### config.mk
export PLATFORM = sky130hd
export DESIGN_NAME = arsf_ram
export DESIGN_NICKNAME = d
export VERILOG_FILES = /design/src/rtl/core/arsf_ram.sv
export SDC_FILE = /design/constraint.sdc
export NUM_CORES = 1
export LEC_CHECK = 0
export BUFFER_PORTS_ARGS = -buffer_cell sky130_fd_sc_hd__buf_2
export CAP_MARGIN = 40
export CORE_ASPECT_RATIO = 1.4
export CORE_MARGIN = 2
export CORE_UTILIZATION = 56
export DETAILED_ROUTE_END_ITERATION = 7
export GPL_ROUTABILITY_DRIVEN = 0
export PLACE_DENSITY_LB_ADDON = 0.08
export SLEW_MARGIN = 20
export SYNTH_ARGS = -nofsm -noshare
export SYNTH_HDL_FRONTEND = slang
export SYNTH_SLANG_ARGS = --single-unit
export TNS_END_PERCENT = 20
### constraint.sdc
create_clock -name clk -period 2.2 [get_ports clk]
set_input_delay 0.44 -clock clk [delete_from_list [all_inputs] [get_ports clk]]
set_output_delay 0.44 -clock clk [all_outputs]
set_load 0.1 [all_outputs]
### src/rtl/core/arsf_ram.sv
`default_nettype none
// ----------------------------------------------------------------------------
// arsf_ram
// Generic simple dual-port RAM: one write port, one read port, registered read.
// ----------------------------------------------------------------------------
module arsf_ram #(
    parameter int unsigned WIDTH = 8,
    parameter int unsigned DEPTH = 64
) (
    input  wire logic                     clk,
    input  wire logic                     we,
    input  wire logic [$clog2(DEPTH)-1:0] waddr,
    input  wire logic [WIDTH-1:0]         wdata,
    input  wire logic                     re,
    input  wire logic [$clog2(DEPTH)-1:0] raddr,
    output logic      [WIDTH-1:0]         rdata
);

    logic [WIDTH-1:0] mem [DEPTH];

    always_ff @(posedge clk)
    begin
        if (we)
        begin
            mem[waddr] <= wdata;
        end
        if (re)
        begin
            rdata <= mem[raddr];
        end
    end

endmodule
`default_nettype wire

# Yosys cells after proc, flatten, opt, wreduce, memory -nomap -nowiden
# Memory sizes are Yosys's and may differ from the RTL's. A register that Yosys moved wholly into a read port is not among the register bits.
# Index checks and enable logic that the tools add are counted.
# W data, S select, Z words.
dict set report classes {
  n_mux 2
}
# operator n
set op_table {}
lappend op_table {{$mux W1} 2}
dict set report totals {
  reg_bits 0
  ramBits 512
  in_bits 23
  output_inout_bits 8
  n_memories 1
}
# name depth word_bits rd rd_clocked_by_memory_dff wr line
set memory_table {}
lappend memory_table {mem 64 8 1 1 1 19} ;# logic [WIDTH-1:0] mem [DEPTH];

# Depth between registers and ports, before layout
# Gate-level depths: netlist (run 1).
dict set report logic_depth {
  depth_word 2
  ltp_mapped 9
  ltp_nobuf 5
}

# Least setup slack after synthesis (run 1)
# No wires, ideal clock.
dict set report synth_path {
  kind {input to register}
  from {input port raddr[1]}
  to {register rdata[3], read port of mem (data pin)}
  setup_time_ns 0.266
  arrival_time_ns 1.980
  path_slack_ns -0.046
  stages 7
  n_path_buf 3
  path_cell_list {buf_4 > buf_2 > buf_2 > mux4_2 > mux4_2 > o21ai_1 > o41ai_1}
}
# item line
set synth_rtl {}
lappend synth_rtl {{start, declared} 15} ;# input wire logic [$clog2(DEPTH)-1:0] raddr,
lappend synth_rtl {{end, declared} 16} ;# output logic [WIDTH-1:0] rdata

==> flow_metrics.py, run 1 <==
metrics = {
    "outcome": {
        "status": "completed",
    },
    "cts": {
        "cts_tree": "built",
        "clk_latency_ns": 0.56,
        "htreeDepth": 2,
        "clock_sinks": 520,
        "cts_hold_buffers": 0,
        "path_clk_slew_ns": 0.06,
        "clk_path_buf_depth": 3,
        "cts-buffers-inserted": 47,
        "root_buffer": "clkbuf_16",
        "postCtsSetupBuffers": 0,
    },
    "synth": {
        "synth_most_common_cell": "edfxtp_1",
        "synth_edf_count": 520,
        "async_flop_share_pct": 0,
        "synthTopCellsByArea": "edfxtp_1, mux4_2, nor2_1, mux2i_1, mux2_2",
        "synth-seq-cells": 520,
        "synthesis.area_um2": 20200,
        "synth.top_cells.by_count": "edfxtp_1, mux4_2, nor2_1",
        "post-synth-top-area-cell": "edfxtp_1",
        "synthDistinctLibCells": 39,
        "ys_seq_area_share_pct": 77.1,
        "yosysWarnings": 0,
        "synthFlopType": "edfxtp_1",
        "synth_top_area_share_pct": 77.1,
        "synthCells": 940,
        "syn_nets": 963,
        "syn_avg_cell_area_um2": 21.5,
    },
    "drt": {
        "first_pass_iters": 5,
        "wl_mm": 45.8,
        "ant_nets": 0,
        "drc": 0,
        "dr_total_vias": 10000,
        "top_layer": "met4",
        "wl_per_cell_um": 28.3,
        "route.met2.wl_mm": 23.7,
        "drt-met1-wl_mm": 17.2,
        "vias_per_cell": 6.20,
        "met3_length_mm": 3.02,
        "drt-initial-drc-count": 1155,
    },
    "critical_path": {
        "cp-end-kind": "register",
        "slowest_delay_ns": 0.48,
        "arrival_ns": 2.45,
        "crit_path_cell_trace": "mux4_2 > mux2_2 > o221a_2 > nor3_1 > o32ai_1",
        "start_kind": "register",
        "cp_top_family": "multiplexers",
        "worstPathRequired_ns": 2.50,
        "crit_type": "register to register",
        "r2r_setup_slack_ns": 0.04,
        "slowest_stage": "mux4_2",
        "path_buf_inv": 0,
        "worst-path-max-fanout": 1,
    },
    "finish": {
        "num_antenna_cells": 0,
        "syn_to_final_growth_pct": 16.4,
        "num-fill-cells": 2352,
        "layout-drive-gt1-share_pct": 34.1,
        "final_area_um2": 23600,
        "nets": 1145,
        "final_cell_count_no_fill": 1619,
        "final_core_util_pct": 66.0,
    },
    "sta": {
        "grt_setup_unrepaired": "true",
        "worst-slew-pin-transition_ns": 0.713,
        "finalSetupViolCount": 0,
        "fin_crit_sh_pct": 98.1,
        "worst_clock_skew_ns": 0.00942,
        "finalMaxSlewViolations": 0,
        "max_slew_margin_pct": 52.4,
        "finalHoldViolations": 0,
        "fin_crit_ns": 2.16,
        "max_freq_ghz": 0.464,
    },
    "floorplanning": {
        "rows": 82,
        "initial_core_util_pct": 56.7,
        "die_h_um": 229,
        "dieArea_um2": 37700,
        "core_area_um2": 35700,
        "ios": 31,
        "die_w_um": 165,
    },
    "power": {
        "peakVddDrop_v": 0.000662,
        "p_int_mw": 16.1,
        "p_comb_share_pct": 6.2,
        "finalPower_mw": 20.3,
        "switchingPower_mw": 4.20,
        "sw_frac_of_total_pct": 20.7,
        "p_seq_share_pct": 54.2,
        "p_leak_nw": 7.69,
        "p_per_area_nw_per_um2": 861,
        "p_clk_share_pct": 39.6,
    },
    "global_routing": {
        "grtUsageTotal_pct": 25.3,
        "first_global_vias": 10700,
        "grt_max_degree": 65,
        "antenna_found_initial": 0,
        "grt_first_pass_wirelength_mm": 68.0,
        "overflow": 0,
    },
    "hold_path": {
        "min_path_type": "primary input to register",
    },
    "placement": {
        "dpl-instance-area_um2": 22000,
        "port_buffers": 30,
        "placedCellCount": 1535,
        "place_hpwl_mm": 30.7,
    },
    "job": {
        "max_cap_violations": 0,
    },
}
## per-layer routing
metal	vias up	track usage, %
met1	5225	33.7
met3	107	3.57
met4	0	9.57
met2	420	42.9
li1	4278	-
met5	-	0
## flip-flops by register name (all words and copies together) (netlist names)
| name | count |
|---|---|
| rdata | 8 |
| mem | 512 |
## placed cells by master (no fill, tap or decap), types with 14 or more instances in the layout
cell type / instances
buf_2: 27
mux4_2: 126
buf_4: 138
nor2_1: 83
nand2_1: 19
clkbuf_16: 49
edfxtp_1: 520
mux2i_1: 23
buf_12: 15
nor2b_1: 14
## final timing paths
check                  startpoint            endpoint  cells after the start
min reg2reg  mem[19][1]$_DFFE_PP_  rdata[1]$_DFFE_PP_                      4
min                            re  rdata[7]$_DFFE_PP_                      1
max          mem[29][4]$_DFFE_PP_  rdata[4]$_DFFE_PP_                      5
max reg2reg  mem[29][4]$_DFFE_PP_  rdata[4]$_DFFE_PP_                      5
## power groups by stage
stage	Clock, mW	Sequential, mW	Combinational (mW)
after floorplan	0	11.3	0.586
after global placement	0	11.2	1.21
after detailed placement	0	11.2	1.25
after CTS	8.17	11.0	1.25
after global routing	8.54	11.0	1.32
final	8.05	11.0	1.25
## worst register-to-register path: stages, from the launching register on
cell and delay [ns]:
edfxtp_1 0.37, mux4_2 0.48, mux2_2 0.31, o221a_2 0.30, nor3_1 0.32, o32ai_1 0.13
## final cells by class
cell class / count / area [um^2] / share of cell area (%)
Clock inverter: 28 / 255 / 1.08
Tap cell: 462 / 578 / 2.45
Timing Repair Buffer: 184 / 1540 / 6.51
Sequential cell: 520 / 15600 / 66.2
Clock buffer: 56 / 1250 / 5.31
Multi-Input combinational cell: 369 / 4340 / 18.4
## through the flow
stage	setup TNS [ns]	hold slack [ns]	setup slack, ns
final	0	0.264	0.0428
after global routing	-0.00937	0.251	-0.00937
after CTS	0	0.234	0.00698
after detailed placement	-4.01	0.813	-0.584
after global placement	-3.99	0.813	-0.632
after floorplan	0	0.539	0.0135
## cells by family after synthesis
| kind of cell | share of synthesized area (%) |
|---|---|
| simple gates | 3.37 |
| mux | 15.9 |
| flops | 77.1 |
| compound gates | 2.06 |
| buf+inv | 1.56 |
## repair_timing
| item | CTS | global route |
|---|---|---|
| hold endpoints to repair | 0 | 0 |
| resized for setup | 0 | 6 |
| setup endpoints to repair | 0 | 7 |
Power figures use the tool's default switching activity.
==> inputs of run 2 (changes only) <==
Settings changed: CORE_UTILIZATION 56 to 59, CTS_BUF_LIST from default to sky130_fd_sc_hd__clkbuf_8.
==> run 2 against run 1 <==
  * First-iteration DRC count shrank 13%
  * Critical path type unchanged
  * Largest cell class unchanged
  * Sequential share of layout area grew 0.43 points
  * Sequential power is essentially flat
  * Die area shrank 5.0%
  * Highest routed layer unchanged
  * Clock skew grew 0.016 ns
  * Critical endpoint is now rdata[6]$_DFFE_PP_
  * Combinational power is essentially flat
  * Via count grew 2.5%
  * Clock power shrank 13%
==> flow_metrics.py, run 2 (synthesis results as in run 1) <==
metrics = {
    "finish": {
        "num-fill-cells": 2126,
        "layout_common_cells": "edfxtp_1, buf_4, mux4_2",
        "seqCellArea_um2": 15600,
        "final_core_util_pct": 69.0,
        "nets": 1179,
        "final_area_um2": 23400,
        "syn_to_final_growth_pct": 15.7,
        "largest_reg_flops": 512,
        "largestRegisters": "mem: 512 flops, rdata: 8 flops",
        "num_antenna_cells": 0,
        "layout_commonest_cell": "edfxtp_1",
        "multi_input_area_um2": 4330,
        "top_register": "mem",
        "layout-drive-gt1-share_pct": 35.4,
    },
    "drt": {
        "ant_nets": 0,
        "first_pass_iters": 5,
        "drt-initial-drc-count": 1003,
        "dr_total_vias": 10300,
        "vias_per_cell": 6.18,
        "drc": 0,
        "wl_per_cell_um": 27.6,
        "wl_mm": 46.0,
    },
    "cts": {
        "cts-buffers-inserted": 74,
        "postCtsSetupBuffers": 0,
        "cts_tree": "built",
        "path_clk_slew_ns": 0.07,
        "htreeDepth": 3,
        "clk_latency_ns": 0.62,
        "clock_sinks": 520,
        "root_buffer": "clkbuf_8",
        "clk_path_buf_depth": 3,
    },
    "hold_path": {
        "hold_start": "re",
        "min_path_type": "primary input to register",
    },
    "sta": {
        "fin_crit_sh_pct": 97.4,
        "finalSetupViolCount": 0,
        "worst-slew-pin-transition_ns": 0.672,
        "setup_ws_ns": 0.0570,
        "timing.hold.ws_ns": 0.205,
        "max_freq_ghz": 0.467,
        "finalMaxSlewViolations": 0,
        "worst_clock_skew_ns": 0.0254,
        "max_slew_margin_pct": 55.2,
        "fin_crit_ns": 2.14,
        "grt_setup_unrepaired": "false",
        "finalHoldViolations": 0,
    },
    "critical_path": {
        "worstPathRequired_ns": 2.55,
        "crit_type": "register to register",
        "arrival_ns": 2.49,
        "crit_path_start": "mem[16][6]$_DFFE_PP_",
        "cp-end-kind": "register",
        "worst-path-max-fanout": 1,
        "start_kind": "register",
        "rr_startpoint": "mem[16][6]$_DFFE_PP_",
    },
    "global_routing": {
        "overflow": 0,
        "grt_max_degree": 65,
        "antenna_found_initial": 0,
        "first_global_vias": 11100,
        "grtUsageTotal_pct": 26.9,
        "grt_first_pass_wirelength_mm": 68.8,
    },
    "placement": {
        "dpl_worst_slack_ns": -0.541,
        "port_buffers": 30,
        "dpl-instance-area_um2": 22000,
        "place_hpwl_mm": 30.4,
    },
    "power": {
        "peakVddDrop_v": 0.000650,
        "p_per_area_nw_per_um2": 822,
        "p_leak_nw": 7.75,
        "finalPower_mw": 19.3,
    },
    "job": {
        "max_cap_violations": 0,
    },
    "floorplanning": {
        "die_h_um": 223,
        "initial_core_util_pct": 59.7,
        "dieArea_um2": 35800,
        "rows": 80,
        "core_area_um2": 33900,
        "ios": 31,
        "die_w_um": 161,
    },
    "outcome": {
        "status": "completed",
    },
}
-- run 2: cell count changes in the layout (fill, tap and decap cells not counted), sizes merged --
cell    before  now
buf        183  190
clkbuf      57   80
bufinv       5    2
inv          0   19
clkinv      21   31
-- run 2: repair_timing --
action / in CTS / in global routing
endpoints found under the setup margin: 2 / 1
hold buffers: 0 / 0
resized for setup: 2 / 1
-- run 2: critical path: stages, from the launching register on --
cell and delay (ns):
edfxtp_1 0.38, mux4_2 0.47, mux2_2 0.30, o221a_2 0.31, nor3_2 0.28, o32ai_1 0.13
-- run 2: through the flow --
| step | TNS (ns) | instances |
|---|---|---|
| 2_1_floorplan | 0 | 940 |
| 3_3_place_gp | -3.14 | 1531 |
| 3_5_place_dp | -3.38 | 1531 |
| 4_1_cts | 0 | 1664 |
| 5_1_grt | 0 | 1664 |
| 6_report | 0 | 1664 |
-- run 2: metal layers --
layer	global-route usage [%]	wire [um]	vias to the layer above
li1	-	-	4365
met1	33.9	17200	5416
met2	45.5	24100	392
met3	5.09	2870	106
met4	12.9	1860	0
met5	0	0	-
-- run 2: path summary, 6_finish.rpt --
| check | end | slack (ns) | cells after the start |
|---|---|---|---|
| max | rdata[6]$_DFFE_PP_ | 0.06 | 5 |
| min | rdata[3]$_DFFE_PP_ | 0.21 | 1 |
| max reg2reg | rdata[6]$_DFFE_PP_ | 0.06 | 5 |
| min reg2reg | rdata[2]$_DFFE_PP_ | 0.97 | 4 |
-- run 2: layout make-up --
cell class	instances	share of cell area (%)
clock inverters	54	1.19
repair buffers	191	6.61
flip-flops and latches	520	66.7
clock buffers	79	4.64
well taps	451	2.41
multi-input cells	369	18.5
-- run 2: where the power goes --
part | internal (mW) | total [mW] | switching (mW) | leakage (nW)
logic | 0.493 | 1.24 | 0.748 | 2.29
clock network | 3.56 | 7.01 | 3.45 | 0.774
registers | 11.0 | 11.0 | 0.0276 | 4.69
==> inputs of run 3 (changes only) <==
Settings changed: REMOVE_ABC_BUFFERS from default to 1.
==> run 3 against run 2 <==
  * First-iteration DRC count is 10% higher
  * Critical path type unchanged
  * Worst setup slack better by 0.058 ns
  * Flip-flop and latch count stayed put
  * Clock power hardly changed
  * Count of clock-buffer cells in the layout is 2 higher
  * Maximum frequency is 2.8% higher
  * Global-route usage is 0.31 points lower
  * Register-to-register slack better by 0.06 ns
  * Sequential share of layout area is 0.11 points higher
  * Worst hold slack better by 0.0072 ns
  * Utilization is 0.11 points lower
==> flow_metrics.py, run 3 (synthesis results as in run 1) <==
metrics = {
    "cts": {
        "clk_path_buf_depth": 3,
        "htreeDepth": 3,
        "clock_sinks": 520,
        "root_buffer": "clkbuf_8",
        "cts_hold_buffers": 0,
        "cts-buffers-inserted": 76,
        "postCtsResizedCells": 0,
        "path_clk_slew_ns": 0.07,
        "cts_tree": "built",
        "postCtsSetupBuffers": 0,
        "clk_latency_ns": 0.62,
    },
    "global_routing": {
        "overflow": 0,
        "grtUsageTotal_pct": 26.6,
        "grt_first_pass_wirelength_mm": 68.3,
        "antenna_found_initial": 0,
        "grt_max_degree": 65,
        "first_global_vias": 10900,
    },
    "power": {
        "peakVddDrop_v": 0.000622,
        "finalPower_mw": 19.3,
        "p_leak_nw": 7.71,
        "p_per_area_nw_per_um2": 825,
    },
    "placement": {
        "placedCellCount": 1522,
        "port_buffers": 30,
        "place_hpwl_mm": 30.2,
        "dpl_worst_slack_ns": -0.496,
    },
    "sta": {
        "fin_crit_ns": 2.08,
        "finalMaxSlewViolations": 0,
        "fin_crit_sh_pct": 94.8,
        "max_freq_ghz": 0.480,
        "finalHoldViolations": 0,
        "max_slew_margin_pct": 60.7,
        "finalSetupViolCount": 0,
        "grt_setup_unrepaired": "false",
        "setup_ws_ns": 0.115,
        "worst-slew-pin-transition_ns": 0.589,
        "worst_clock_skew_ns": 0.0205,
    },
    "finish": {
        "largest_reg_flops": 512,
        "largestRegisters": "mem: 512 flops, rdata: 8 flops",
        "nets": 1172,
        "layout_commonest_cell": "edfxtp_1",
        "layout-drive-gt1-share_pct": 34.8,
        "top_register": "mem",
        "num-fill-cells": 2119,
        "num_antenna_cells": 0,
        "syn_to_final_growth_pct": 15.5,
        "final_cell_count_no_fill": 1651,
        "layout_common_cells": "edfxtp_1, buf_4, mux4_2",
    },
    "drt": {
        "route.met2.wl_mm": 24.1,
        "met3_length_mm": 2.96,
        "vias_per_cell": 6.22,
        "first_pass_iters": 7,
        "drt-met1-wl_mm": 17.1,
        "top_layer": "met4",
        "wl_per_cell_um": 27.6,
        "dr_total_vias": 10300,
        "ant_nets": 0,
        "drc": 0,
        "drt-initial-drc-count": 1106,
        "wl_mm": 45.6,
    },
    "critical_path": {
        "worstPathRequired_ns": 2.55,
        "crit_path_start": "mem[49][5]$_DFFE_PP_",
        "cp_top_family": "multiplexers",
        "slowest_delay_ns": 0.51,
        "cpMostUsedCell": "mux4_2",
        "slowest_stage": "mux4_2",
        "rr_startpoint": "mem[49][5]$_DFFE_PP_",
        "crit_type": "register to register",
        "start_kind": "register",
        "arrival_ns": 2.44,
        "crit_path_cell_trace": "mux4_2 > mux4_2 > o21ai_1 > o41ai_1",
        "path_buf_inv": 0,
        "worst-path-max-fanout": 1,
        "cp-end-kind": "register",
    },
    "floorplanning": {
        "die_h_um": 223,
        "ios": 31,
        "core_area_um2": 33900,
        "rows": 80,
        "dieArea_um2": 35800,
        "die_w_um": 161,
        "initial_core_util_pct": 59.7,
    },
    "hold_path": {
        "hold_start": "re",
        "min_path_type": "primary input to register",
    },
    "outcome": {
        "status": "completed",
    },
    "job": {
        "max_cap_violations": 0,
    },
}
-- run 3: cell type report --
class	instances	area (um^2)	area share (%)
flip-flops and latches	520	15600	66.8
well taps	451	564	2.41
multi-input cells	369	4330	18.5
clock buffers	81	1110	4.77
repair buffers	182	1520	6.49
clock inverters	48	243	1.04
-- run 3: worst register-to-register path, cell delays in order (launching register included) --
cell	delay, ns
edfxtp_1	0.37
mux4_2	0.51
mux4_2	0.51
o21ai_1	0.28
o41ai_1	0.14
-- run 3: final timing paths --
check             cells after the start                 end  slack, ns
hold reg to reg                       3  rdata[4]$_DFFE_PP_       0.95
hold / removal                        1  rdata[1]$_DFFE_PP_       0.21
setup / recovery                      4  rdata[5]$_DFFE_PP_       0.12
setup reg to reg                      4  rdata[5]$_DFFE_PP_       0.12
-- run 3: per-stage QoR --
| step | hold slack, ns | TNS (ns) | instance area [um^2] | util (%) |
|---|---|---|---|---|
| final | 0.212 | 0 | 23400 | 68.9 |
| after global routing | 0.183 | 0 | 23400 | 68.9 |
| after CTS | 0.173 | 0 | 23400 | 68.9 |
| after detailed placement | 0.835 | -2.92 | 22000 | 64.9 |
| after global placement | 0.830 | -2.74 | 22000 | 64.9 |
| after floorplan | 0.539 | 0 | 19900 | - |
-- run 3: layer usage --
layer	global-route usage, %	up-vias
met5	0	-
met4	10.9	0
met3	5.00	92
met2	45.3	439
met1	34.1	5392
li1	-	4352
-- run 3: power by group --
part,switching (mW),internal [mW]
Combinational,0.748,0.488
Clock,3.43,3.61
Sequential,0.0261,11.0
