## src/rtl/core/arsf_pkg.sv

```systemverilog
`default_nettype none
// ----------------------------------------------------------------------------
// arsf_pkg
// Shared types and constants of the alarm repeat suppression filter.
// ----------------------------------------------------------------------------
package arsf_pkg;

    localparam int unsigned DEF_TABLE_SLOTS = 64;

    localparam int unsigned INDEX_W = 16;
    localparam int unsigned SEV_W   = 3;
    localparam int unsigned TIME_W  = 48;
    localparam int unsigned CFG_W   = 32;

    localparam logic [CFG_W-1:0] RST_FILTER_WINDOW  = 32'd5000;
    localparam logic [CFG_W-1:0] RST_SWEEP_INTERVAL = 32'd60000;

    // register indexes on the configuration port
    localparam logic REG_FILTER_WINDOW  = 1'b0;
    localparam logic REG_SWEEP_INTERVAL = 1'b1;

    localparam int unsigned IN_TDATA_W  = 72;
    localparam int unsigned OUT_TDATA_W = 8;

    typedef struct packed {
        logic [TIME_W-1:0]  now_ms;
        logic [SEV_W-1:0]   alarm_severity;
        logic [INDEX_W-1:0] alarm_index;
    } item_t;

    typedef struct packed {
        logic table_full;
        logic suppressed;
    } result_t;

    // one table slot as stored in memory
    typedef struct packed {
        logic               valid;
        logic [INDEX_W-1:0] alarm_index;
        logic [SEV_W-1:0]   alarm_severity;
        logic [TIME_W-1:0]  issue_time;
    } entry_t;

    localparam int unsigned ENTRY_W = $bits(entry_t);

endpackage
`default_nettype wire

```

## src/rtl/core/arsf_engine.sv

```systemverilog
`default_nettype none
// ----------------------------------------------------------------------------
// arsf_engine
// Sequencer around the slot table: clearing pass, scan with sweep and lookup,
// and the final update of the hit or free slot.
// ----------------------------------------------------------------------------
module arsf_engine #(
    parameter int unsigned SLOTS = 64
) (
    input  wire logic                            clk,
    input  wire logic                            rst_n,
    input  wire logic [arsf_pkg::CFG_W-1:0]      filter_window,
    input  wire logic [arsf_pkg::CFG_W-1:0]      sweep_interval,
    input  wire logic                            item_valid,
    output logic                                 item_ready,
    input  wire arsf_pkg::item_t                 item,
    output logic                                 res_valid,
    input  wire logic                            res_ready,
    output arsf_pkg::result_t                    res,
    output logic                                 ram_we,
    output logic [$clog2(SLOTS)-1:0]             ram_waddr,
    output logic [arsf_pkg::ENTRY_W-1:0]         ram_wdata,
    output logic                                 ram_re,
    output logic [$clog2(SLOTS)-1:0]             ram_raddr,
    input  wire logic [arsf_pkg::ENTRY_W-1:0]    ram_rdata
);

    import arsf_pkg::*;

    localparam int unsigned AW = $clog2(SLOTS);
    localparam int unsigned CW = $clog2(SLOTS + 1);

    typedef enum logic [2:0] {
        ST_CLEAR,
        ST_IDLE,
        ST_SCAN,
        ST_UPDATE,
        ST_RESULT
    } state_t;

    state_t              state_reg;
    logic [CW-1:0]       cnt_reg;
    item_t               item_reg;
    logic                sweep_reg;
    logic [TIME_W-1:0]   next_sweep_reg;
    logic                rd_vld_reg;
    logic [AW-1:0]       rd_addr_reg;
    logic                hit_found_reg;
    logic                hit_stale_reg;
    logic [AW-1:0]       hit_addr_reg;
    logic                free_found_reg;
    logic [AW-1:0]       free_addr_reg;

    entry_t              entry;
    entry_t              new_entry;
    logic                entry_stale;
    logic                entry_live;
    logic                key_match;
    logic                scan_more;
    logic                do_sweep;
    logic [TIME_W:0]     sweep_sum;
    logic [TIME_W-1:0]   next_sweep_next;

    always_comb
    begin
        entry       = entry_t'(ram_rdata);
        entry_stale = {1'b0, item_reg.now_ms} >
                      ({1'b0, entry.issue_time} + (TIME_W+1)'(filter_window));
        entry_live  = entry.valid && !(sweep_reg && entry_stale);
        key_match   = (entry.alarm_index == item_reg.alarm_index) &&
                      (entry.alarm_severity == item_reg.alarm_severity);
        scan_more   = (cnt_reg != CW'(SLOTS));

        // sweep decision and new sweep time, saturating at the top of the time range
        do_sweep  = item.now_ms > next_sweep_reg;
        sweep_sum = {1'b0, item.now_ms} + (TIME_W+1)'(sweep_interval);
        next_sweep_next = sweep_sum[TIME_W] ? '1 : sweep_sum[TIME_W-1:0];

        new_entry.valid          = 1'b1;
        new_entry.alarm_index    = item_reg.alarm_index;
        new_entry.alarm_severity = item_reg.alarm_severity;
        new_entry.issue_time     = item_reg.now_ms;
    end

    // memory ports
    always_comb
    begin
        ram_we    = 1'b0;
        ram_waddr = cnt_reg[AW-1:0];
        ram_wdata = '0;
        priority if (state_reg == ST_CLEAR)
        begin
            ram_we = 1'b1;
        end
        else if (rd_vld_reg && entry.valid && !entry_live)
        begin
            // entry swept out: drop its valid bit
            ram_we    = 1'b1;
            ram_waddr = rd_addr_reg;
            ram_wdata = ENTRY_W'({1'b0, entry.alarm_index, entry.alarm_severity,
                                  entry.issue_time});
        end
        else if (state_reg == ST_UPDATE &&
                 (hit_found_reg ? hit_stale_reg : free_found_reg))
        begin
            ram_we    = 1'b1;
            ram_waddr = hit_found_reg ? hit_addr_reg : free_addr_reg;
            ram_wdata = ENTRY_W'(new_entry);
        end
        else
        begin
            ram_we = 1'b0;
        end
        ram_re    = (state_reg == ST_SCAN) && scan_more;
        ram_raddr = cnt_reg[AW-1:0];
    end

    assign item_ready = (state_reg == ST_IDLE);
    assign res_valid  = (state_reg == ST_RESULT);

    always_ff @(posedge clk or negedge rst_n)
    begin
        if (!rst_n)
        begin
            state_reg      <= ST_CLEAR;
            cnt_reg        <= '0;
            next_sweep_reg <= '0;
            sweep_reg      <= 1'b0;
            rd_vld_reg     <= 1'b0;
            hit_found_reg  <= 1'b0;
            free_found_reg <= 1'b0;
            hit_stale_reg  <= 1'b0;
            hit_addr_reg   <= '0;
            free_addr_reg  <= '0;
            rd_addr_reg    <= '0;
            item_reg       <= '0;
            res            <= '0;
        end
        else
        begin
            rd_vld_reg  <= ram_re;
            rd_addr_reg <= ram_raddr;

            // scan results, taken in slot order
            if (rd_vld_reg)
            begin
                if (entry_live && key_match && !hit_found_reg)
                begin
                    hit_found_reg <= 1'b1;
                    hit_addr_reg  <= rd_addr_reg;
                    hit_stale_reg <= entry_stale;
                end
                if (!entry_live && !free_found_reg)
                begin
                    free_found_reg <= 1'b1;
                    free_addr_reg  <= rd_addr_reg;
                end
            end

            unique case (state_reg)
                ST_CLEAR:
                begin
                    if (cnt_reg[AW-1:0] == AW'(SLOTS - 1))
                    begin
                        cnt_reg   <= '0;
                        state_reg <= ST_IDLE;
                    end
                    else
                    begin
                        cnt_reg <= cnt_reg + 1'b1;
                    end
                end
                ST_IDLE:
                begin
                    if (item_valid)
                    begin
                        item_reg       <= item;
                        sweep_reg      <= do_sweep;
                        if (do_sweep)
                        begin
                            next_sweep_reg <= next_sweep_next;
                        end
                        hit_found_reg  <= 1'b0;
                        free_found_reg <= 1'b0;
                        cnt_reg        <= '0;
                        state_reg      <= ST_SCAN;
                    end
                end
                ST_SCAN:
                begin
                    if (scan_more)
                    begin
                        cnt_reg <= cnt_reg + 1'b1;
                    end
                    else
                    begin
                        state_reg <= ST_UPDATE;
                    end
                end
                ST_UPDATE:
                begin
                    res.suppressed <= hit_found_reg && !hit_stale_reg;
                    res.table_full <= !hit_found_reg && !free_found_reg;
                    state_reg      <= ST_RESULT;
                end
                ST_RESULT:
                begin
                    if (res_ready)
                    begin
                        state_reg <= ST_IDLE;
                    end
                end
                default:
                begin
                    state_reg <= ST_IDLE;
                end
            endcase
        end
    end

endmodule
`default_nettype wire

```

## config.mk

```make
export PLATFORM = sky130hd
export DESIGN_NAME = arsf_engine
export DESIGN_NICKNAME = d
export VERILOG_FILES = /design/src/rtl/core/arsf_pkg.sv /design/src/rtl/core/arsf_engine.sv
export SDC_FILE = /design/constraint.sdc
export NUM_CORES = 1
export LEC_CHECK = 0
export BUFFER_PORTS_ARGS = -buffer_cell sky130_fd_sc_hd__clkbuf_2
export CAP_MARGIN = 10
export CORE_MARGIN = 8
export CORE_UTILIZATION = 55
export DETAILED_ROUTE_END_ITERATION = 10
export PLACE_DENSITY = 0.87
export SYNTH_ARGS = -nofsm -noshare
export SYNTH_HDL_FRONTEND = slang
export SYNTH_SLANG_ARGS = --single-unit
```

## constraint.sdc

```tcl
create_clock -name clk -period 7.6 [get_ports clk]
set_input_delay 0.38 -clock clk [delete_from_list [all_inputs] [get_ports clk]]
set_output_delay 0.38 -clock clk [all_outputs]
set_load 0.02 [all_outputs]
```

# ---- Word level (Yosys, flattened, before mapping)
# Cells that the tools add are included.
dict set report totals {
  inputBits 203
  latch_bits 0
  wordCells 88
  register_bits 150
  mem_bits_rw 0
  out_inout_bits 86
  memories 0
  rom_bits 0
}
dict set report op_classes {
  shifts 0
  muxes 29
  mul 0
  addsub 3
  n_reduce_logical 25
  n_eq_ne 13
  order_cmp 2
  div_mod_pow 0
  bitwise_logic 0
}
# cell n
set op_table {}
lappend op_table {{$mux W68} 3}
lappend op_table {{$add A48 B32 Y49} 2}
lappend op_table {{$gt A48 B49 Y1} 1}
lappend op_table {{$gt A48 B48 Y1} 1}
lappend op_table {{$mux W48} 1}
lappend op_table {{$mux W6} 4}
lappend op_table {{$mux W7} 3}
lappend op_table {{$pmux W7 S3} 1}
lappend op_table {{$eq A16 B16 Y1} 1}
lappend op_table {{$pmux W3 S5} 1}
lappend op_table {{$logic_and A1 B1 Y1} 12}
lappend op_table {{$mux W1} 12}
lappend op_table {{$mux W3} 4}
lappend op_table {{$add A7 B1 Y7 const B} 1}
lappend op_table {{$ne A7 B7 Y1 const B} 1}
lappend op_table {{$eq A3 B2 Y1 const B} 2}
lappend op_table {{$eq A6 B6 Y1 const B} 1}
lappend op_table {{$ne A2 B2 Y1 const B} 3}
lappend op_table {{$reduce_and A2 Y1} 3}
lappend op_table {{$reduce_and A3 Y1} 2}
lappend op_table {{$logic_not A1 Y1} 5}
lappend op_table {{$ne A2 B1 Y1 const B} 2}
lappend op_table {{$reduce_and A4 Y1} 1}
lappend op_table {{$eq A3 B1 Y1 const B} 1}
lappend op_table {{4 further kinds} 4}

# ---- Depth between registers and ports, before layout
dict set report depth {
  depth_word 11
  ltp_mapped 24
}

# ---- Least setup slack after synthesis
# Ideal clock, no wire load.
dict set report synth_timing {
  kind {input port to output port}
  from {in filter_window[0] (netlist name)}
  to {out ram_wdata[1] (netlist name)}
  path_buffers 2
  arrival_ns 4.924
  slack_ns 2.296
  cell_stages 23
  cell_sequence {ha_1 -> inv_1 -> fa_1 -> nor2b_1 -> o31a_1 -> o41a_1 -> o311ai_4 -> a211oi_2 -> or2_2 -> clkbuf_1 -> and3_1 -> xnor2_1 -> ha_1 -> nand4_1 -> nor4_1 -> nand4_1 -> nand2_1 -> a31o_2 -> nand3_1 -> a31oi_1 -> clkbuf_1 -> nand2_1 -> o21ai_0}
}
dict set report synth_via {
  elab_chain_len 9
}
# element line
set synth_lines {}
lappend synth_lines {{from (decl)} arsf_engine.sv:12} ;# input wire logic [arsf_pkg::CFG_W-1:0] filter_window,
lappend synth_lines {{$add A48 B32 Y49} arsf_engine.sv:68} ;# ({1'b0, entry.issue_time} + (TIME_W+1)'(filter_window));
lappend synth_lines {{$gt A48 B49 Y1} arsf_engine.sv:67} ;# entry_stale = {1'b0, item_reg.now_ms} >
lappend synth_lines {{$logic_and A1 B1 Y1} arsf_engine.sv:69} ;# entry_live = entry.valid && !(sweep_reg && entry_stale);
lappend synth_lines {{$logic_not A1 Y1} arsf_engine.sv:69}
lappend synth_lines {{$logic_and A1 B1 Y1} arsf_engine.sv:69}
lappend synth_lines {{$logic_not A1 Y1} arsf_engine.sv:95} ;# else if (rd_vld_reg && entry.valid && !entry_live)
lappend synth_lines {{$logic_and A1 B1 Y1} arsf_engine.sv:95}
lappend synth_lines {{$mux W68} arsf_engine.sv:95}
lappend synth_lines {{$mux W68} arsf_engine.sv:91} ;# priority if (state_reg == ST_CLEAR)
lappend synth_lines {{to (decl)} arsf_engine.sv:22} ;# output logic [arsf_pkg::ENTRY_W-1:0] ram_wdata,
# No other way between the ends.

# ---- Worst setup path in the final report
dict set report layout_timing {
  from {in ram_rdata[0] (netlist name)}
  to {out ram_waddr[0]}
}
dict set report layout_via {
  elab_chain_len 9
}
# element line
set layout_lines {}
lappend layout_lines {{from (decl)} arsf_engine.sv:25} ;# input wire logic [arsf_pkg::ENTRY_W-1:0] ram_rdata
lappend layout_lines {{$add A48 B32 Y49} arsf_engine.sv:68}
lappend layout_lines {{$gt A48 B49 Y1} arsf_engine.sv:67}
lappend layout_lines {{$logic_and A1 B1 Y1} arsf_engine.sv:69}
lappend layout_lines {{$logic_not A1 Y1} arsf_engine.sv:69}
lappend layout_lines {{$logic_and A1 B1 Y1} arsf_engine.sv:69}
lappend layout_lines {{$logic_not A1 Y1} arsf_engine.sv:95}
lappend layout_lines {{$logic_and A1 B1 Y1} arsf_engine.sv:95}
lappend layout_lines {{$mux W6} arsf_engine.sv:95}
lappend layout_lines {{$mux W6} arsf_engine.sv:91}
lappend layout_lines {{to (decl)} arsf_engine.sv:21} ;# output logic [$clog2(SLOTS)-1:0] ram_waddr,
# No other way between the ends.

==> PnR_summary.wiki <==
{| class="wikitable"
! Metric !! Value
|-
| Starting utilization of the core area || 0.561
|-
| Violation count after the first detailed-routing iteration || 1186
|-
| Worst path cell trace || clkbuf_2, ha_1, inv_1, fa_1, nor2b_1, o31a_1, o41a_1, o311ai_4, a211oi_2, or2_2, and3_1, xnor2_1, ha_1, nand4_1, nor4_1, nand4_1, nand2_1, a31o_2, nand3_1, a31oi_4, buf_4, nand2_1, o221ai_1, clkbuf_2
|-
| Total of max-cap violations || 0
|-
| IO Pins || 289
|-
| Type of the worst setup path || input port to primary output
|-
| CP Data Required Time || 7.22 ns
|-
| Worst Reg2Reg Path Length in Cells || 10
|-
| Register-to-register setup slack || between 3 and 4 ns
|-
| P_leak || 7.85 nW
|-
| Wire length of the first global-routing pass || 64.6 mm
|-
| Largest family of logic cells by synthesized area || compound AO/OA/AOI/OAI gates
|-
| Post-synth design cell area || around 0.013 mm2
|-
| Total global-route track usage || 0.275
|-
| Diodes inserted || 0
|-
| Number of buffer cells added on primary ports || approximately 290
|-
| Post-DP HPWL || 32.6 mm
|-
| Unrepaired setup endpoints after global routing || no
|-
| Chip Height || 171 um
|-
| Number of different library cells in the post-synthesis netlist || 83
|-
| # resized after CTS || 0
|-
| Ys Warns || 0
|-
| Vias per cell || 5.97
|-
| Final #Nets || 2192
|-
| Simple-gate share of the synthesized area || 0.196
|-
| Synthesized-area fraction occupied by adder cells || 0.157
|-
| Row cnt || 56
|-
| Delay of the slowest cell on the worst path || 0.76 ns
|-
| Cell area power density || 276 mW/mm2
|-
| FMAX || 146 MHz
|-
| Max FFs per register || 67
|-
| Maximum fanout encountered on the critical timing path || 24
|-
| Vias in the first global route || 12800
|-
| Fill count || 1953
|-
| Total negative slack for setup checks || 0 ns
|-
| Master of the slowest instance on the critical path || sky130_fd_sc_hd__a31oi_4
|-
| Count of non-filler cells in the finished layout || 2155
|-
| Pre-antenna DRT Iters || 5
|-
| Inserted Clock Buffers || 17
|-
| Leading register cell type out of synthesis || sky130_fd_sc_hd__dfrtp_1
|-
| Share of async-settable or async-resettable flops after synthesis || 1.00
|-
| Internal cell power || 0.00242 W
|-
| Routed wirelength normalized by instance count || 19.0 um
|-
| Number of slew-limit violations in the final report || 0
|-
| Syn Inst Count || 1577
|-
| Worst max-slew margin expressed relative to the limit || 0.404
|-
| Clk Latency, worst-skew pair || 0.43 ns
|-
| Final Wtd Congestion || 0.970
|-
| Buffer depth of the longest clock path || 2
|-
| Post-detailed-routing wire length || 41.0 mm
|-
| Combinational power share || 0.455
|-
| Number of post-CTS setup repair buffers || 0
|-
| Area enclosed by the die boundary || 0.0291 mm2
|-
| Via count of the routed design || around 13000
|-
| Seq/Total Area, Yosys || 0.285
|-
| Multiplexer area fraction after synthesis || 0.0215
|-
| Area used by multi-input combinational logic || roughly 0.0088 mm2
|-
| Total length of routed met2 wires || between 15 and 20 mm
|-
| Number of cells after detailed placement || between 2000 and 2500
|-
| Worst Clk Skew || 0.0143 ns
|-
| Cell types with the largest area share after synthesis || sky130_fd_sc_hd__dfrtp_1, sky130_fd_sc_hd__ha_1, sky130_fd_sc_hd__nand2_1
|-
| Congestion Overflow GR || 0
|-
| Number of antenna violations at the first check in global routing || 0
|-
| Top routing layer used || met4
|-
| Hold violation count in the final report || 1
|-
| FF+latch count, synth || 150
|-
| Pin count of the biggest net entering global routing || 95
|-
| Routed length on met3 || 2.77 mm
|-
| Clock share of power || 0.193
|-
| Average footprint of a synthesized cell || 8.35 um2
|-
| Number of DRC violations after detailed routing || 0
|-
| Clock Sinks || 150
|-
| Area Overhead vs Synth || 16.7%
|-
| Met1 wire length || 17.1 mm
|-
| Count of antenna-violating nets left after detailed routing || 0
|-
| Nature of the critical path endpoint || primary output
|-
| Final worst hold slack || -0.00512 ns
|-
| Final setup violating endpoints || 0
|-
| Cell type with the largest total area after synthesis || sky130_fd_sc_hd__dfrtp_1
|-
| Post-route fraction of the period consumed by the critical path || 0.898
|-
| Type of origin of the critical path || input port
|-
| Core region area || 0.0235 mm2
|-
| TritonCTS clock tree || done
|-
| Count of hold buffers inserted by post-cts repair || 0
|-
| Share of the core filled with cells in the final layout || 0.654
|-
| IR Drop Worst-Case VDD || 266 uV
|-
| Synth top area share || 0.285
|-
| Fraction of power spent switching nets || 0.429
|-
| Post-route minimum period || approximately 6.8 ns
|-
| Register Area || 0.00375 mm2
|-
| Net switching component of the power || 0.00182 W
|-
| Sequential group share of total power || 0.352
|-
| HP Class || input port to asynchronous set/reset pin
|-
| Root buffer cell || sky130_fd_sc_hd__clkbuf_16
|-
| Area share of xor/xnor cells in the synthesized design || 0.0645
|-
| Share of layout cells above drive strength 1 || 0.200
|-
| Count of flip-flops with a built-in enable after synthesis || 0
|-
| Worst-Margin Slew || 0.894 ns
|-
| Synth Net Count || just under 2000
|-
| Violated checks || hold timing
|-
| Compound-Gate Fraction of Synth Area || 0.227
|-
| Run status || complete, but fails checks
|-
| Die width || 171 um
|-
| CTS HTree Levels || 4
|-
| CTS clock-pin slew for the worst setup and hold paths || approximately 0.070 ns
|-
| Worst Path Arrival || 6.45 ns
|}
[power by group through the flow]
stage | clock network (W) | registers [W] | logic (W)
final | 0.000818 | 0.00149 | 0.00193
after global routing | 0.000862 | 0.00152 | 0.00218
after CTS | 0.000827 | 0.00148 | 0.00191
after detailed placement | 0 | 0.00149 | 0.00189
after global placement | 0 | 0.00148 | 0.00180
after floorplan | 0 | 0.00134 | 0.00143
[cell type report]
class | count | area share
multi-input combinational | 1270 | 0.573
sequential | 150 | 0.244
timing repair buffer | 296 | 0.0982
clock buffer | 18 | 0.0279
tap | 319 | 0.0260
inverter | 90 | 0.0220
clock inverter | 12 | 0.00847
[kinds of logic after synthesis]
family                   Yosys count
AND/OR/NAND/NOR                  564
AO/OA/AOI/OAI                    421
adder cells (fa/ha/maj)          164
buffers and inverters            157
flip-flops                       150
XOR/XNOR                          97
multiplexers                      24
[metrics by stage]
step	setup slack [ns]	cell area, um2	power, W
finish	0.772	15400	0.00423
global route	0.515	15400	0.00457
CTS	0.848	15400	0.00422
detailed placement	0.879	14800	0.00338
global placement	1.08	14800	0.00328
floorplan	2.30	13200	0.00277
[cells in the final DEF (no fill, tap or decap), types with 13 or more instances in the layout]
cell	instances
sky130_fd_sc_hd__clkbuf_2	287
sky130_fd_sc_hd__nand2_1	266
sky130_fd_sc_hd__ha_1	162
sky130_fd_sc_hd__dfrtp_1	150
sky130_fd_sc_hd__nor2_1	99
sky130_fd_sc_hd__a21oi_1	96
sky130_fd_sc_hd__inv_1	90
sky130_fd_sc_hd__a22o_1	67
sky130_fd_sc_hd__xor2_1	59
sky130_fd_sc_hd__o21ai_0	51
sky130_fd_sc_hd__nand3_1	45
sky130_fd_sc_hd__a31oi_1	43
sky130_fd_sc_hd__xnor2_1	38
sky130_fd_sc_hd__a21o_1	34
sky130_fd_sc_hd__nand4_1	34
sky130_fd_sc_hd__and3_1	21
sky130_fd_sc_hd__nor4_1	19
sky130_fd_sc_hd__a211oi_1	18
sky130_fd_sc_hd__nor3_1	18
sky130_fd_sc_hd__clkbuf_16	17
sky130_fd_sc_hd__o21a_1	13
[path summary, 6_finish.rpt]
path / to / start
min: item_reg[21] / rst_n
max: ram_waddr[0] / ram_rdata[0]
min in group clk: item_reg[6] / item[6]
max reg2reg: hit_addr_reg[1] / item_reg[31]
min reg2reg: hit_addr_reg[1] / hit_addr_reg[1]
max in group asynchronous: item_reg[2] / rst_n
[cells in the mapped netlist, drive strengths merged (12+ instances only)]
library cell and instances:
buf 24, and3 21, dfrtp 150, nor2 101, a21oi 99, nand3 47, a22o 67, nand4 35
a31oi 44, a211oi 21, nor3 18, nand2 267, a21o 34, inv 90, xor2 59, clkbuf 43
o21a 13, and2 12, nor4 19, xnor2 38, o21ai 55, ha 162, mux2 16
[per-layer routing]
layer / up-vias / track usage
li1: 6208 / -
met1: 6107 / 0.334
met2: 470 / 0.472
met3: 91 / 0.0530
met4: 0 / 0.112
met5: - / 0
[worst max-delay path: cells and delay by family]
family,cells,cell delay [ns]
XOR/XNOR,1,0.12
AO/OA/AOI/OAI,7,2.21
adder cells (fa/ha/maj),3,0.74
buffers and inverters,4,0.79
AND/OR/NAND/NOR,9,2.19
(Power assumes the default switching activity.)
